==> config.mk <==
export PLATFORM = sky130hd
export DESIGN_NAME = ppm_frame_decoder_top
export DESIGN_NICKNAME = d
export VERILOG_FILES = /design/src/design/ppmfd_pkg.sv /design/src/design/ppmfd_csr.sv /design/src/design/ppmfd_bank_mem.sv /design/src/design/ppmfd_div.sv /design/src/design/ppmfd_seq.sv /design/src/design/ppm_frame_decoder_top.sv
export SDC_FILE = /design/constraint.sdc
export NUM_CORES = 1
export LEC_CHECK = 0
export CAP_MARGIN = 0
export CORE_UTILIZATION = 58
export DETAILED_ROUTE_END_ITERATION = 6
export DONT_BUFFER_PORTS = 1
export PLACE_DENSITY = 0.76
export REMOVE_ABC_BUFFERS = 1
export SLEW_MARGIN = 10
export SYNTH_ARGS = -nofsm -noshare
export SYNTH_HDL_FRONTEND = slang
export SYNTH_HIERARCHICAL = 1
export SYNTH_SLANG_ARGS = --single-unit
==> constraint.sdc <==
create_clock -name clock -period 4.1 [get_ports clock]
set_input_delay 0.615 -clock clock [delete_from_list [all_inputs] [get_ports clock]]
set_output_delay 0.615 -clock clock [all_outputs]
set_load 0.02 [all_outputs]
==> src/design/ppmfd_pkg.sv <==
// Shared types and constants for the PPM frame decoder.
package ppmfd_pkg;

   // Number of channels in one frame, 5 to 15.
   localparam logic [3:0] CHANNELS = 4'd9;

   localparam int IDX_W        = 4;
   localparam int ADDR_W       = IDX_W + 1;
   localparam int BANK_ENTRIES = 2 ** ADDR_W;

   // Configuration reset values.
   localparam logic [15:0] SYNC_MIN_RST    = 16'd3500;
   localparam logic [15:0] SYNC_MAX_RST    = 16'd13500;
   localparam logic [15:0] PULSE_MIN_RST   = 16'd900;
   localparam logic [15:0] PULSE_MAX_RST   = 16'd2100;
   localparam logic [15:0] SCALE_LOW_RST   = 16'd1100;
   localparam logic [15:0] SCALE_SPAN_RST  = 16'd800;
   localparam logic [7:0]  FAIL_LEVEL_RST  = 8'd140;
   localparam logic [7:0]  ERROR_LIMIT_RST = 8'd8;

   typedef struct packed {
      logic [15:0] sync_min;
      logic [15:0] sync_max;
      logic [15:0] pulse_min;
      logic [15:0] pulse_max;
      logic [15:0] scale_low;
      logic [15:0] scale_span;
      logic [7:0]  fail_level;
      logic [7:0]  error_limit;
   } cfg_type;

   typedef struct packed {
      logic [3:0] channel_index;
      logic [7:0] channel_value;
      logic       value_written;
      logic       frame_swapped;
      logic       link_ok;
      logic       beep;
      logic [7:0] pitch_raw;
      logic [7:0] roll_raw;
      logic [7:0] force_raw;
      logic [7:0] yaw_raw;
      logic       motors_on;
   } rsp_type;

   typedef struct packed {
      logic              rd_en;
      logic [ADDR_W-1:0] rd_addr;
      logic              wr_en;
      logic [ADDR_W-1:0] wr_addr;
      logic [7:0]        wr_data;
   } mem_req_type;

   typedef struct packed {
      logic        start;
      logic [23:0] num;
      logic [15:0] divisor;
   } div_req_type;

   typedef struct packed {
      logic       done;
      logic [7:0] quot;
   } div_rsp_type;

endpackage

==> src/design/ppmfd_csr.sv <==
// Configuration register file with APB-style access.
module ppmfd_csr (
   input  logic                clock,
   input  logic                reset,
   input  logic                csr_psel,
   input  logic                csr_penable,
   input  logic                csr_pwrite,
   input  logic [4:0]          csr_paddr,
   input  logic [31:0]         csr_pwdata,
   output logic [31:0]         csr_prdata,
   output ppmfd_pkg::cfg_type  cfg
);
   import ppmfd_pkg::*;

   localparam logic [2:0] REG_SYNC_MIN    = 3'd0;
   localparam logic [2:0] REG_SYNC_MAX    = 3'd1;
   localparam logic [2:0] REG_PULSE_MIN   = 3'd2;
   localparam logic [2:0] REG_PULSE_MAX   = 3'd3;
   localparam logic [2:0] REG_SCALE_LOW   = 3'd4;
   localparam logic [2:0] REG_SCALE_SPAN  = 3'd5;
   localparam logic [2:0] REG_FAIL_LEVEL  = 3'd6;
   localparam logic [2:0] REG_ERROR_LIMIT = 3'd7;

   cfg_type    cfg_ff;
   logic       wr_en;
   logic [2:0] reg_idx;

   assign reg_idx = csr_paddr[4:2];
   assign wr_en   = csr_psel & csr_penable & csr_pwrite;
   assign cfg     = cfg_ff;

   always_ff @(posedge clock) begin
      if (reset) begin
         cfg_ff.sync_min    <= SYNC_MIN_RST;
         cfg_ff.sync_max    <= SYNC_MAX_RST;
         cfg_ff.pulse_min   <= PULSE_MIN_RST;
         cfg_ff.pulse_max   <= PULSE_MAX_RST;
         cfg_ff.scale_low   <= SCALE_LOW_RST;
         cfg_ff.scale_span  <= SCALE_SPAN_RST;
         cfg_ff.fail_level  <= FAIL_LEVEL_RST;
         cfg_ff.error_limit <= ERROR_LIMIT_RST;
      end else if (wr_en) begin
         case (reg_idx)
            REG_SYNC_MIN:    cfg_ff.sync_min    <= csr_pwdata[15:0];
            REG_SYNC_MAX:    cfg_ff.sync_max    <= csr_pwdata[15:0];
            REG_PULSE_MIN:   cfg_ff.pulse_min   <= csr_pwdata[15:0];
            REG_PULSE_MAX:   cfg_ff.pulse_max   <= csr_pwdata[15:0];
            REG_SCALE_LOW:   cfg_ff.scale_low   <= csr_pwdata[15:0];
            REG_SCALE_SPAN:  cfg_ff.scale_span  <= csr_pwdata[15:0];
            REG_FAIL_LEVEL:  cfg_ff.fail_level  <= csr_pwdata[7:0];
            REG_ERROR_LIMIT: cfg_ff.error_limit <= csr_pwdata[7:0];
            default: ;
         endcase
      end
   end

   always_comb begin
      case (reg_idx)
         REG_SYNC_MIN:    csr_prdata = {16'd0, cfg_ff.sync_min};
         REG_SYNC_MAX:    csr_prdata = {16'd0, cfg_ff.sync_max};
         REG_PULSE_MIN:   csr_prdata = {16'd0, cfg_ff.pulse_min};
         REG_PULSE_MAX:   csr_prdata = {16'd0, cfg_ff.pulse_max};
         REG_SCALE_LOW:   csr_prdata = {16'd0, cfg_ff.scale_low};
         REG_SCALE_SPAN:  csr_prdata = {16'd0, cfg_ff.scale_span};
         REG_FAIL_LEVEL:  csr_prdata = {24'd0, cfg_ff.fail_level};
         REG_ERROR_LIMIT: csr_prdata = {24'd0, cfg_ff.error_limit};
         default:         csr_prdata = 32'd0;
      endcase
   end

endmodule

==> src/design/ppmfd_bank_mem.sv <==
// Two channel banks in one synchronous RAM, entries read as zero until written.
module ppmfd_bank_mem (
   input  logic                   clock,
   input  logic                   reset,
   input  ppmfd_pkg::mem_req_type mem_req,
   output logic [7:0]             rd_data
);
   import ppmfd_pkg::*;

   logic [7:0]              ram_ff [BANK_ENTRIES];
   logic [BANK_ENTRIES-1:0] valid_ff;
   logic [7:0]              data_ff;
   logic                    hit_ff;

   always_ff @(posedge clock) begin
      if (mem_req.wr_en) begin
         ram_ff[mem_req.wr_addr] <= mem_req.wr_data;
      end
      if (mem_req.rd_en) begin
         data_ff <= ram_ff[mem_req.rd_addr];
      end
   end

   always_ff @(posedge clock) begin
      if (reset) begin
         valid_ff <= '0;
         hit_ff   <= 1'b0;
      end else begin
         if (mem_req.wr_en) begin
            valid_ff[mem_req.wr_addr] <= 1'b1;
         end
         if (mem_req.rd_en) begin
            hit_ff <= valid_ff[mem_req.rd_addr];
         end
      end
   end

   assign rd_data = hit_ff ? data_ff : 8'd0;

endmodule

==> src/design/ppmfd_div.sv <==
// Restoring divider producing an 8-bit quotient, one bit per cycle.
module ppmfd_div (
   input  logic                   clock,
   input  logic                   reset,
   input  ppmfd_pkg::div_req_type div_req,
   output ppmfd_pkg::div_rsp_type div_rsp
);
   import ppmfd_pkg::*;

   logic        busy_ff;
   logic        done_ff;
   logic [2:0]  step_ff;
   logic [15:0] rem_ff;
   logic [15:0] divisor_ff;
   logic [7:0]  low_ff;
   logic [7:0]  quot_ff;
   logic [16:0] trial;
   logic        ge;

   // Numerator is below 256 * divisor, so the upper 16 bits start below the divisor.
   assign trial = {rem_ff, low_ff[7]};
   assign ge    = trial >= {1'b0, divisor_ff};

   always_ff @(posedge clock) begin
      if (reset) begin
         busy_ff <= 1'b0;
         done_ff <= 1'b0;
         step_ff <= '0;
      end else begin
         done_ff <= 1'b0;
         if (div_req.start) begin
            busy_ff    <= 1'b1;
            step_ff    <= '0;
            rem_ff     <= div_req.num[23:8];
            low_ff     <= div_req.num[7:0];
            divisor_ff <= div_req.divisor;
         end else if (busy_ff) begin
            rem_ff  <= ge ? 16'(trial - {1'b0, divisor_ff}) : trial[15:0];
            low_ff  <= {low_ff[6:0], 1'b0};
            quot_ff <= {quot_ff[6:0], ge};
            step_ff <= step_ff + 3'd1;
            if (step_ff == 3'd7) begin
               busy_ff <= 1'b0;
               done_ff <= 1'b1;
            end
         end
      end
   end

   assign div_rsp.done = done_ff;
   assign div_rsp.quot = quot_ff;

endmodule

==> src/design/ppmfd_seq.sv <==
// Sequencer: classifies each word, walks the bank RAM and builds the result.
module ppmfd_seq (
   input  logic                   clock,
   input  logic                   reset,
   input  ppmfd_pkg::cfg_type     cfg,
   input  logic                   req_valid,
   output logic                   req_ready,
   input  logic                   req_type,
   input  logic [15:0]            req_width,
   output logic                   rsp_valid,
   input  logic                   rsp_ready,
   output ppmfd_pkg::rsp_type     rsp_data,
   output ppmfd_pkg::mem_req_type mem_req,
   input  logic [7:0]             mem_rd_data,
   output ppmfd_pkg::div_req_type div_req,
   input  ppmfd_pkg::div_rsp_type div_rsp
);
   import ppmfd_pkg::*;

   typedef enum logic [3:0] {
      ST_IDLE,
      ST_DECODE,
      ST_SCALE,
      ST_DIV_WAIT,
      ST_WRITE,
      ST_SAFE_RD,
      ST_SAFE_CHK,
      ST_STICK_RD,
      ST_STICK_CHK,
      ST_MOTOR,
      ST_DONE
   } state_type;

   localparam logic [3:0] SAFE_FIRST  = 4'd4;
   localparam logic [3:0] SAFE_LAST   = 4'd8;
   localparam logic [3:0] STICK_LAST  = 4'd3;
   localparam logic [1:0] STICK_PITCH = 2'd0;
   localparam logic [1:0] STICK_ROLL  = 2'd1;
   localparam logic [1:0] STICK_FORCE = 2'd2;
   localparam logic [1:0] STICK_YAW   = 2'd3;
   localparam logic       REQ_POLL    = 1'b1;

   localparam logic [7:0] STICK_CENTER   = 8'd128;
   localparam logic [7:0] FORCE_FALLBACK = 8'd0;
   localparam logic [7:0] FORCE_IDLE_MAX = 8'd5;
   localparam logic [7:0] YAW_ARM_MAX    = 8'd45;
   localparam logic [7:0] YAW_DISARM_MIN = 8'd210;
   localparam logic [7:0] VALUE_MAX      = 8'd255;
   localparam logic [7:0] ERR_MAX        = 8'd255;

   state_type        state_ff;
   logic             bank_ff;
   logic [IDX_W-1:0] cnt_ff;
   logic [7:0]       err_ff;
   logic             link_ff;
   logic             motor_ff;
   logic             rsp_valid_ff;
   rsp_type          rsp_data_ff;
   rsp_type          res_ff;
   logic             type_ff;
   logic [15:0]      width_ff;
   logic [IDX_W-1:0] k_ff;
   logic [7:0]       val_ff;
   logic [15:0]      d_ff;

   logic        is_sync;
   logic        is_chan;
   logic        below_low;
   logic        above_top;
   logic [16:0] scale_top;
   logic [7:0]  err_inc;
   logic        force_idle;
   rsp_type     rsp_data_in;

   assign scale_top = {1'b0, cfg.scale_low} + {1'b0, cfg.scale_span};
   assign is_sync   = (width_ff > cfg.sync_min) && (width_ff < cfg.sync_max)
                      && (cnt_ff == CHANNELS);
   assign is_chan   = (width_ff > cfg.pulse_min) && (width_ff < cfg.pulse_max)
                      && (cnt_ff < CHANNELS);
   assign below_low = width_ff < cfg.scale_low;
   assign above_top = {1'b0, width_ff} > scale_top;
   assign err_inc   = (err_ff == ERR_MAX) ? err_ff : err_ff + 8'd1;
   assign force_idle = res_ff.force_raw <= FORCE_IDLE_MAX;

   assign req_ready = state_ff == ST_IDLE;
   assign rsp_valid = rsp_valid_ff;
   assign rsp_data  = rsp_data_ff;

   always_comb begin
      rsp_data_in           = res_ff;
      rsp_data_in.link_ok   = link_ff;
      rsp_data_in.motors_on = motor_ff;
   end

   // Safety reads go to the bank being filled, stick reads to the bank being shown.
   always_comb begin
      mem_req.rd_en   = (state_ff == ST_SAFE_RD) || (state_ff == ST_STICK_RD);
      mem_req.rd_addr = (state_ff == ST_STICK_RD) ? {bank_ff, k_ff} : {~bank_ff, k_ff};
      mem_req.wr_en   = state_ff == ST_WRITE;
      mem_req.wr_addr = {~bank_ff, cnt_ff};
      mem_req.wr_data = val_ff;
   end

   // (d << 8) - d is d * 255.
   assign div_req.start   = state_ff == ST_SCALE;
   assign div_req.num     = {d_ff, 8'd0} - {8'd0, d_ff};
   assign div_req.divisor = cfg.scale_span;

   always_ff @(posedge clock) begin
      if (reset) begin
         state_ff     <= ST_IDLE;
         bank_ff      <= 1'b0;
         cnt_ff       <= '0;
         err_ff       <= '0;
         link_ff      <= 1'b0;
         motor_ff     <= 1'b0;
         rsp_valid_ff <= 1'b0;
      end else begin
         // drop valid once taken, unless a new word is loaded in the same cycle
         if (rsp_valid_ff && rsp_ready && (state_ff != ST_DONE)) begin
            rsp_valid_ff <= 1'b0;
         end
         case (state_ff)
            ST_IDLE: begin
               if (req_valid) begin
                  type_ff  <= req_type;
                  width_ff <= req_width;
                  res_ff   <= '0;
                  state_ff <= ST_DECODE;
               end
            end
            ST_DECODE: begin
               if (type_ff == REQ_POLL) begin
                  res_ff.pitch_raw <= STICK_CENTER;
                  res_ff.roll_raw  <= STICK_CENTER;
                  res_ff.force_raw <= FORCE_FALLBACK;
                  res_ff.yaw_raw   <= STICK_CENTER;
                  k_ff             <= SAFE_FIRST;
                  state_ff         <= link_ff ? ST_SAFE_RD : ST_MOTOR;
               end else if (is_sync) begin
                  k_ff     <= SAFE_FIRST;
                  state_ff <= ST_SAFE_RD;
               end else if (is_chan) begin
                  if (below_low) begin
                     val_ff   <= 8'd0;
                     state_ff <= ST_WRITE;
                  end else if (above_top) begin
                     val_ff   <= VALUE_MAX;
                     state_ff <= ST_WRITE;
                  end else if (cfg.scale_span == 16'd0) begin
                     val_ff   <= 8'd0;
                     state_ff <= ST_WRITE;
                  end else begin
                     d_ff     <= width_ff - cfg.scale_low;
                     state_ff <= ST_SCALE;
                  end
               end else begin
                  // restart the frame and count the error; past the error limit drop the link and beep
                  err_ff <= err_inc;
                  cnt_ff <= '0;
                  if (err_inc > cfg.error_limit) begin
                     link_ff     <= 1'b0;
                     res_ff.beep <= 1'b1;
                  end
                  state_ff <= ST_DONE;
               end
            end
            ST_SCALE: begin
               state_ff <= ST_DIV_WAIT;
            end
            ST_DIV_WAIT: begin
               if (div_rsp.done) begin
                  val_ff   <= div_rsp.quot;
                  state_ff <= ST_WRITE;
               end
            end
            ST_WRITE: begin
               res_ff.channel_index <= cnt_ff;
               res_ff.channel_value <= val_ff;
               res_ff.value_written <= 1'b1;
               cnt_ff               <= cnt_ff + 4'd1;
               state_ff             <= ST_DONE;
            end
            ST_SAFE_RD: begin
               state_ff <= ST_SAFE_CHK;
            end
            ST_SAFE_CHK: begin
               if (mem_rd_data >= cfg.fail_level) begin
                  if (type_ff == REQ_POLL) begin
                     state_ff <= ST_MOTOR;
                  end else begin
                     link_ff     <= 1'b0;
                     res_ff.beep <= 1'b1;
                     state_ff    <= ST_DONE;
                  end
               end else if (k_ff == SAFE_LAST) begin
                  if (type_ff == REQ_POLL) begin
                     k_ff     <= '0;
                     state_ff <= ST_STICK_RD;
                  end else begin
                     // accept the frame: swap banks
                     bank_ff              <= ~bank_ff;
                     err_ff               <= '0;
                     cnt_ff               <= '0;
                     link_ff              <= 1'b1;
                     res_ff.frame_swapped <= 1'b1;
                     state_ff             <= ST_DONE;
                  end
               end else begin
                  k_ff     <= k_ff + 4'd1;
                  state_ff <= ST_SAFE_RD;
               end
            end
            ST_STICK_RD: begin
               state_ff <= ST_STICK_CHK;
            end
            ST_STICK_CHK: begin
               case (k_ff[1:0])
                  STICK_PITCH: res_ff.pitch_raw <= mem_rd_data;
                  STICK_ROLL:  res_ff.roll_raw  <= mem_rd_data;
                  STICK_FORCE: res_ff.force_raw <= mem_rd_data;
                  STICK_YAW:   res_ff.yaw_raw   <= mem_rd_data;
                  default: ;
               endcase
               if (k_ff == STICK_LAST) begin
                  state_ff <= ST_MOTOR;
               end else begin
                  k_ff     <= k_ff + 4'd1;
                  state_ff <= ST_STICK_RD;
               end
            end
            ST_MOTOR: begin
               if (link_ff && force_idle && (res_ff.yaw_raw <= YAW_ARM_MAX)) begin
                  motor_ff <= 1'b1;
               end else if (!link_ff || (force_idle && (res_ff.yaw_raw >= YAW_DISARM_MIN))) begin
                  motor_ff <= 1'b0;
               end
               state_ff <= ST_DONE;
            end
            ST_DONE: begin
               // hold until the output register is free
               if (!rsp_valid_ff || rsp_ready) begin
                  rsp_data_ff  <= rsp_data_in;
                  rsp_valid_ff <= 1'b1;
                  state_ff     <= ST_IDLE;
               end
            end
            default: begin
               state_ff <= ST_IDLE;
            end
         endcase
      end
   end

endmodule

==> src/design/ppm_frame_decoder_top.sv <==
// An error pulse goes straight to the result and a clamped channel is written first;
// a sync makes up to five safety reads on the single bank RAM port, a scaled channel
// waits on the 8-step divider and a poll makes up to nine reads.
// One word at a time; the next word is taken while the previous result waits.
// Reset (synchronous) clears control state and the bank valid bits, so both banks
// read as zero at once; no clearing pass.
module ppm_frame_decoder_top (
   input  logic        clock,
   input  logic        reset,
   input  logic        req_tvalid,
   output logic        req_tready,
   input  logic [15:0] req_tdata,   // [15:0] pulse_width
   input  logic        req_tuser,   // [0] req_type
   output logic        rsp_tvalid,
   input  logic        rsp_tready,
   // [3:0] channel_index, [11:4] channel_value, [12] value_written,
   // [13] frame_swapped, [14] link_ok, [15] beep, [23:16] pitch_raw,
   // [31:24] roll_raw, [39:32] force_raw, [47:40] yaw_raw, [48] motors_on,
   // [55:49] zero
   output logic [55:0] rsp_tdata,
   input  logic        csr_psel,
   input  logic        csr_penable,
   input  logic        csr_pwrite,
   input  logic [4:0]  csr_paddr,
   input  logic [31:0] csr_pwdata,
   output logic [31:0] csr_prdata,
   output logic        csr_pready
);
   import ppmfd_pkg::*;

   cfg_type     cfg;
   rsp_type     rsp_data;
   mem_req_type mem_req;
   logic [7:0]  mem_rd_data;
   div_req_type div_req;
   div_rsp_type div_rsp;

   assign csr_pready = 1'b1;

   ppmfd_csr u_csr (
      .clock       (clock),
      .reset       (reset),
      .csr_psel    (csr_psel),
      .csr_penable (csr_penable),
      .csr_pwrite  (csr_pwrite),
      .csr_paddr   (csr_paddr),
      .csr_pwdata  (csr_pwdata),
      .csr_prdata  (csr_prdata),
      .cfg         (cfg)
   );

   ppmfd_bank_mem u_mem (
      .clock   (clock),
      .reset   (reset),
      .mem_req (mem_req),
      .rd_data (mem_rd_data)
   );

   ppmfd_div u_div (
      .clock   (clock),
      .reset   (reset),
      .div_req (div_req),
      .div_rsp (div_rsp)
   );

   ppmfd_seq u_seq (
      .clock       (clock),
      .reset       (reset),
      .cfg         (cfg),
      .req_valid   (req_tvalid),
      .req_ready   (req_tready),
      .req_type    (req_tuser),
      .req_width   (req_tdata),
      .rsp_valid   (rsp_tvalid),
      .rsp_ready   (rsp_tready),
      .rsp_data    (rsp_data),
      .mem_req     (mem_req),
      .mem_rd_data (mem_rd_data),
      .div_req     (div_req),
      .div_rsp     (div_rsp)
   );

   assign rsp_tdata = {7'd0,
                       rsp_data.motors_on,
                       rsp_data.yaw_raw,
                       rsp_data.force_raw,
                       rsp_data.roll_raw,
                       rsp_data.pitch_raw,
                       rsp_data.beep,
                       rsp_data.link_ok,
                       rsp_data.frame_swapped,
                       rsp_data.value_written,
                       rsp_data.channel_value,
                       rsp_data.channel_index};

endmodule

==> out/results.md <==
| Step | Quantity | Value |
| --- | --- | --- |
| placed design | Post-detailed-placement half-perimeter wirelength | 52.4 mm |
| floorplanning | Die width | 231 um |
| timing | Setup repair after global routing missed its margin | false |
| yosys | Number of storage elements in the synthesis netlist | 623 |
| pwr | Reg power frac | 0.451 |
| route | Mean number of vias per cell | 6.29 |
| worst setup path | Terminus of the critical flop-to-flop path | u_seq/d_ff[7] |
| pwr | Post-layout power | 16.5 mW |
| timing | Post-route minimum period | 3.93 ns |
| global routing | Vias in the first global route | 20181 |
| route | Number of nets with antenna violations after detailed routing | 0 |
| worst setup path | Crit-path cells | ha_4 -> a21o_1 -> a21oi_2 -> nor2_1 -> o21a_1 -> o211ai_1 -> a31oi_2 -> o41ai_2 -> xor2_1 -> ha_1 -> nor4_1 -> nand3_1 -> and4_4 -> nor3_4 -> and4_4 -> clkbuf_16 |
| worst hold path | Hold Path End | u_seq/type_ff |
| clock tree | CTS Root Cell | sky130_fd_sc_hd__clkbuf_16 |
| layout | Area occupied by multi-input gates | 12200 um2 |
| worst hold path | WHS Path Cells | 0 |
| placed design | Routability Congestion | 0.913 |
| timing | Worst setup margin | 0.171 ns |
| global routing | Global route overflow | 0 |
| worst setup path | Most used cell along the critical path | sky130_fd_sc_hd__and4_4 |
| timing | Worst rel slew slack | 0.154 |
| timing | Post-route clock skew | 0.0299 ns |
| layout | Commonest non-fill, non-tap cell in the layout | sky130_fd_sc_hd__edfxtp_1 |
| floorplanning | Full die area | 53600 um2 |
| placed design | Worst slack at placement | -0.0396 ns |
| layout | Final design instance area without fill | 33500 um2 |
| layout | Signed area change from the synthesized netlist to the final layout | 9.78% |
| worst setup path | Critical path start-end classification | reg2reg |
| clock tree | Clock sink total | 623 |
| layout | Final cell utilization of the core | 0.650 |
| yosys | Synth unique cells | 95 |
| pwr | Fraction of power spent switching nets | 0.274 |
| worst setup path | Crit path buffers/inverters | 1 |
| layout | Diodes inserted | 0 |
| placed design | Total of buffers placed on input and output ports | 0 |
| global routing | First-pass GRT wire length | 118 mm |
| clock tree | H-Tree Depth | 3 |
| clock tree | Clock Path Buffers | 3 |
| placed design | Instance area at placement | 31100 um2 |
| clock tree | Insertion delay to the later sink of the worst-skew pair | 0.61 ns |
| timing | Part of the cycle the worst path needs | 0.958 |
| worst hold path | Class of the most critical hold timing path | in2reg |
| timing | Max frequency | 254 MHz |
| worst setup path | Crit-path leading delay family | compound AO/OA/AOI/OAI gates |
| pwr | NetSw | 4.53 mW |
| global routing | Initial antenna violation count | 2 |
| global routing | Total routing resource utilization after global routing | 0.291 |
| pwr | Clock power frac | 0.369 |
| route | Total iterations of the first detailed-routing run | 6 |
| clock tree | Cts bufs inserted | 66 |
| floorplanning | Initial cell density of the core | 0.592 |
| yosys | Average size of a mapped cell | 11.7 um2 |
| pwr | Static leakage | 12.3 nW |
| floorplanning | Placeable core area | 51600 um2 |
| layout | Fillers | 3672 |
| placed design | Total instance count after detailed placement | 3219 |
| yosys | Top FF cell, synth | sky130_fd_sc_hd__edfxtp_1 |
| route | Via total after detailed routing | 21048 |
| yosys | Post-synth ARST share | 0 |
| floorplanning | Die Span Y | 231 um |
| timing | Hold Violations, Final | 0 |
| layout | Number of nets at the end of the flow | 2838 |
| worst hold path | Min-Delay Startpoint | req_tuser |
| layout | Proportion of layout cells with a drive suffix above 1 | 0.120 |
| yosys | Sequential cell area fraction in the yosys report | 0.557 |
| yosys | Number of enable flip-flop cells after synthesis | 453 |
| worst setup path | Required time at the worst-slack endpoint | 4.41 ns |
| floorplanning | Placement row count | 83 |
| pwr | Highest ir drop seen on vdd | 0.000359 V |
| timing | Pins Over Slew Limit | 0 |
| yosys | Post-Synthesis Cell Area | 30500 um2 |
| layout | Commonest cells after routing, fill and taps aside | 453 x sky130_fd_sc_hd__edfxtp_1, 296 x sky130_fd_sc_hd__nand2_1, 222 x sky130_fd_sc_hd__nor2_1 |
| route | Wire length after detailed routing | 77.9 mm |
| floorplanning | Count of pins on the block boundary | 152 |
| worst setup path | Arr. time, crit path | 4.24 ns |
| yosys | Count of mapped cells out of synthesis | 2615 |
| worst setup path | Max stage delay cell, worst path | sky130_fd_sc_hd__o41ai_2 |
| worst setup path | R2R Setup Slk | 0.17 ns |
| clock tree | Clock tree from TritonCTS | yes |
| global routing | Maximum number of pins on one net before global-route repair | 176 |
| route | Per-cell routed wire length | 23.3 um |
| worst setup path | Logic depth of the worst setup path including buffers | 16 |
| pwr | Combinational group share of total power | 0.180 |
| worst setup path | Launch instance of the worst register-to-register path | u_csr/cfg[17] |
| timing | Transition time at the pin with the least slew margin | 1.27 ns |
| job | Count of max-cap constraint violations | 0 |
| timing | Hold Worst Slack | 0.107 ns |
| timing | Total setup violations reported at the end of the flow | 0 |
| route | Post-detailed-route DRC marker count | 0 |
| worst setup path | Worst stage delay on the critical path | 0.42 ns |
| worst setup path | Worst setup SP type | register |
| yosys | Yosys warns | 6 |
| pwr | Internal power component | 12.0 mW |
| timing | Total Negative Setup Slacks | 0 ns |
| worst setup path | Critical Path End Type | register |
| status | Run status | finished clean |
| layout | Area occupied by registers | 17000 um2 |
| pwr | Power density over the cells | 493 nW/um2 |
| layout | Number of standard cells in the layout, taps in and fillers out | 3346 |
| clock tree | Clock-pin slew on the worst setup and hold paths | 0.06 ns |
| worst setup path | Register-to-Register Path Depth | 16 |
| route | First DRT Iteration DRCs | 2428 |
| worst setup path | Max FO, Critical Path | 8 |
==> worst max path at each step <==
stage	endpoint	slack [ns]	start
CTS	u_seq/d_ff[14]	0.04	u_csr/cfg[16]
floorplan	u_div/divisor_ff[0]	-0.74	u_seq/state_ff[1]
global placement	u_seq/d_ff[12]	0.02	u_csr/cfg[16]
detailed placement	u_seq/d_ff[14]	-0.04	u_csr/cfg[17]
finish	u_seq/d_ff[7]	0.17	u_csr/cfg[17]
global route	u_seq/d_ff[7]	0.01	u_csr/cfg[23]
==> sequential cells by signal (all words and copies together), names as in the netlist, 3 cells and up <==
signal	flops
u_seq/cnt_ff	4
u_div/low_ff	8
u_seq/d_ff	16
u_seq/res_ff	47
u_mem/valid_ff	32
u_seq/width_ff	16
u_mem/data_ff	8
u_div/divisor_ff	16
u_csr/cfg	112
u_seq/val_ff	8
u_div/rem_ff	16
u_seq/state_ff	4
u_seq/k_ff	4
u_seq/rsp_data	49
u_seq/err_ff	8
u_mem/ram_ff	256
u_div/quot_ff	8
u_div/step_ff	3
==> metal layers <==
layer / share of wire / vias up / track usage
met5: 0.00019 / - / 0
met4: 0.031 / 2 / 0.105
met3: 0.10 / 176 / 0.0646
met2: 0.46 / 1121 / 0.459
met1: 0.40 / 10235 / 0.396
li1: - / 9514 / -
==> area by class of cell <==
class	count	area share
clock inverters	35	0.0123
repair buffers	70	0.0189
multi-input cells	1686	0.363
clock buffers	86	0.0539
inverters	166	0.0186
flip-flops and latches	623	0.507
well taps	680	0.0254
==> power groups by stage <==
stage / registers [mW] / clock network (mW) / logic, mW
after floorplan: 7.63 / 0 / 1.97
after global placement: 7.57 / 0 / 2.83
after detailed placement: 7.59 / 0 / 2.90
after CTS: 7.45 / 6.17 / 2.93
after global routing: 7.48 / 6.41 / 3.23
final: 7.46 / 6.09 / 2.98
==> timing repair <==
item	in CTS	in global routing
resized for setup	3	19
endpoints found under the setup margin	16	32
gates cloned	0	1
pin swaps	0	13
hold buffers	0	0
buffers inserted	0	3
==> synth_stat cells (all sizes together) (28+ instances only) <==
library cell  number  area (um2)
o21ai             85         425
xnor2             46         410
nand3             51         255
a21oi            158         791
clkbuf            61         229
nor3              40         216
edfxtp           453       13600
and3              30         188
nor2b             28         183
buf              100         672
nand2            297        1120
ha               161        2010
nor2             230         873
nand3b            43         323
mux2i             35         350
dfxtp            170        3400
mux4              80        1800
inv              164         616
==> logic make-up after synthesis <==
logic type	share of synthesized area
adder cells (fa/ha/maj)	0.0679
flip-flops	0.557
AND/OR/NAND/NOR	0.132
buffers and inverters	0.0499
XOR/XNOR	0.0195
multiplexers	0.0767
AO/OA/AOI/OAI	0.0969
other	0.000369
(Power assumes the default switching activity.)
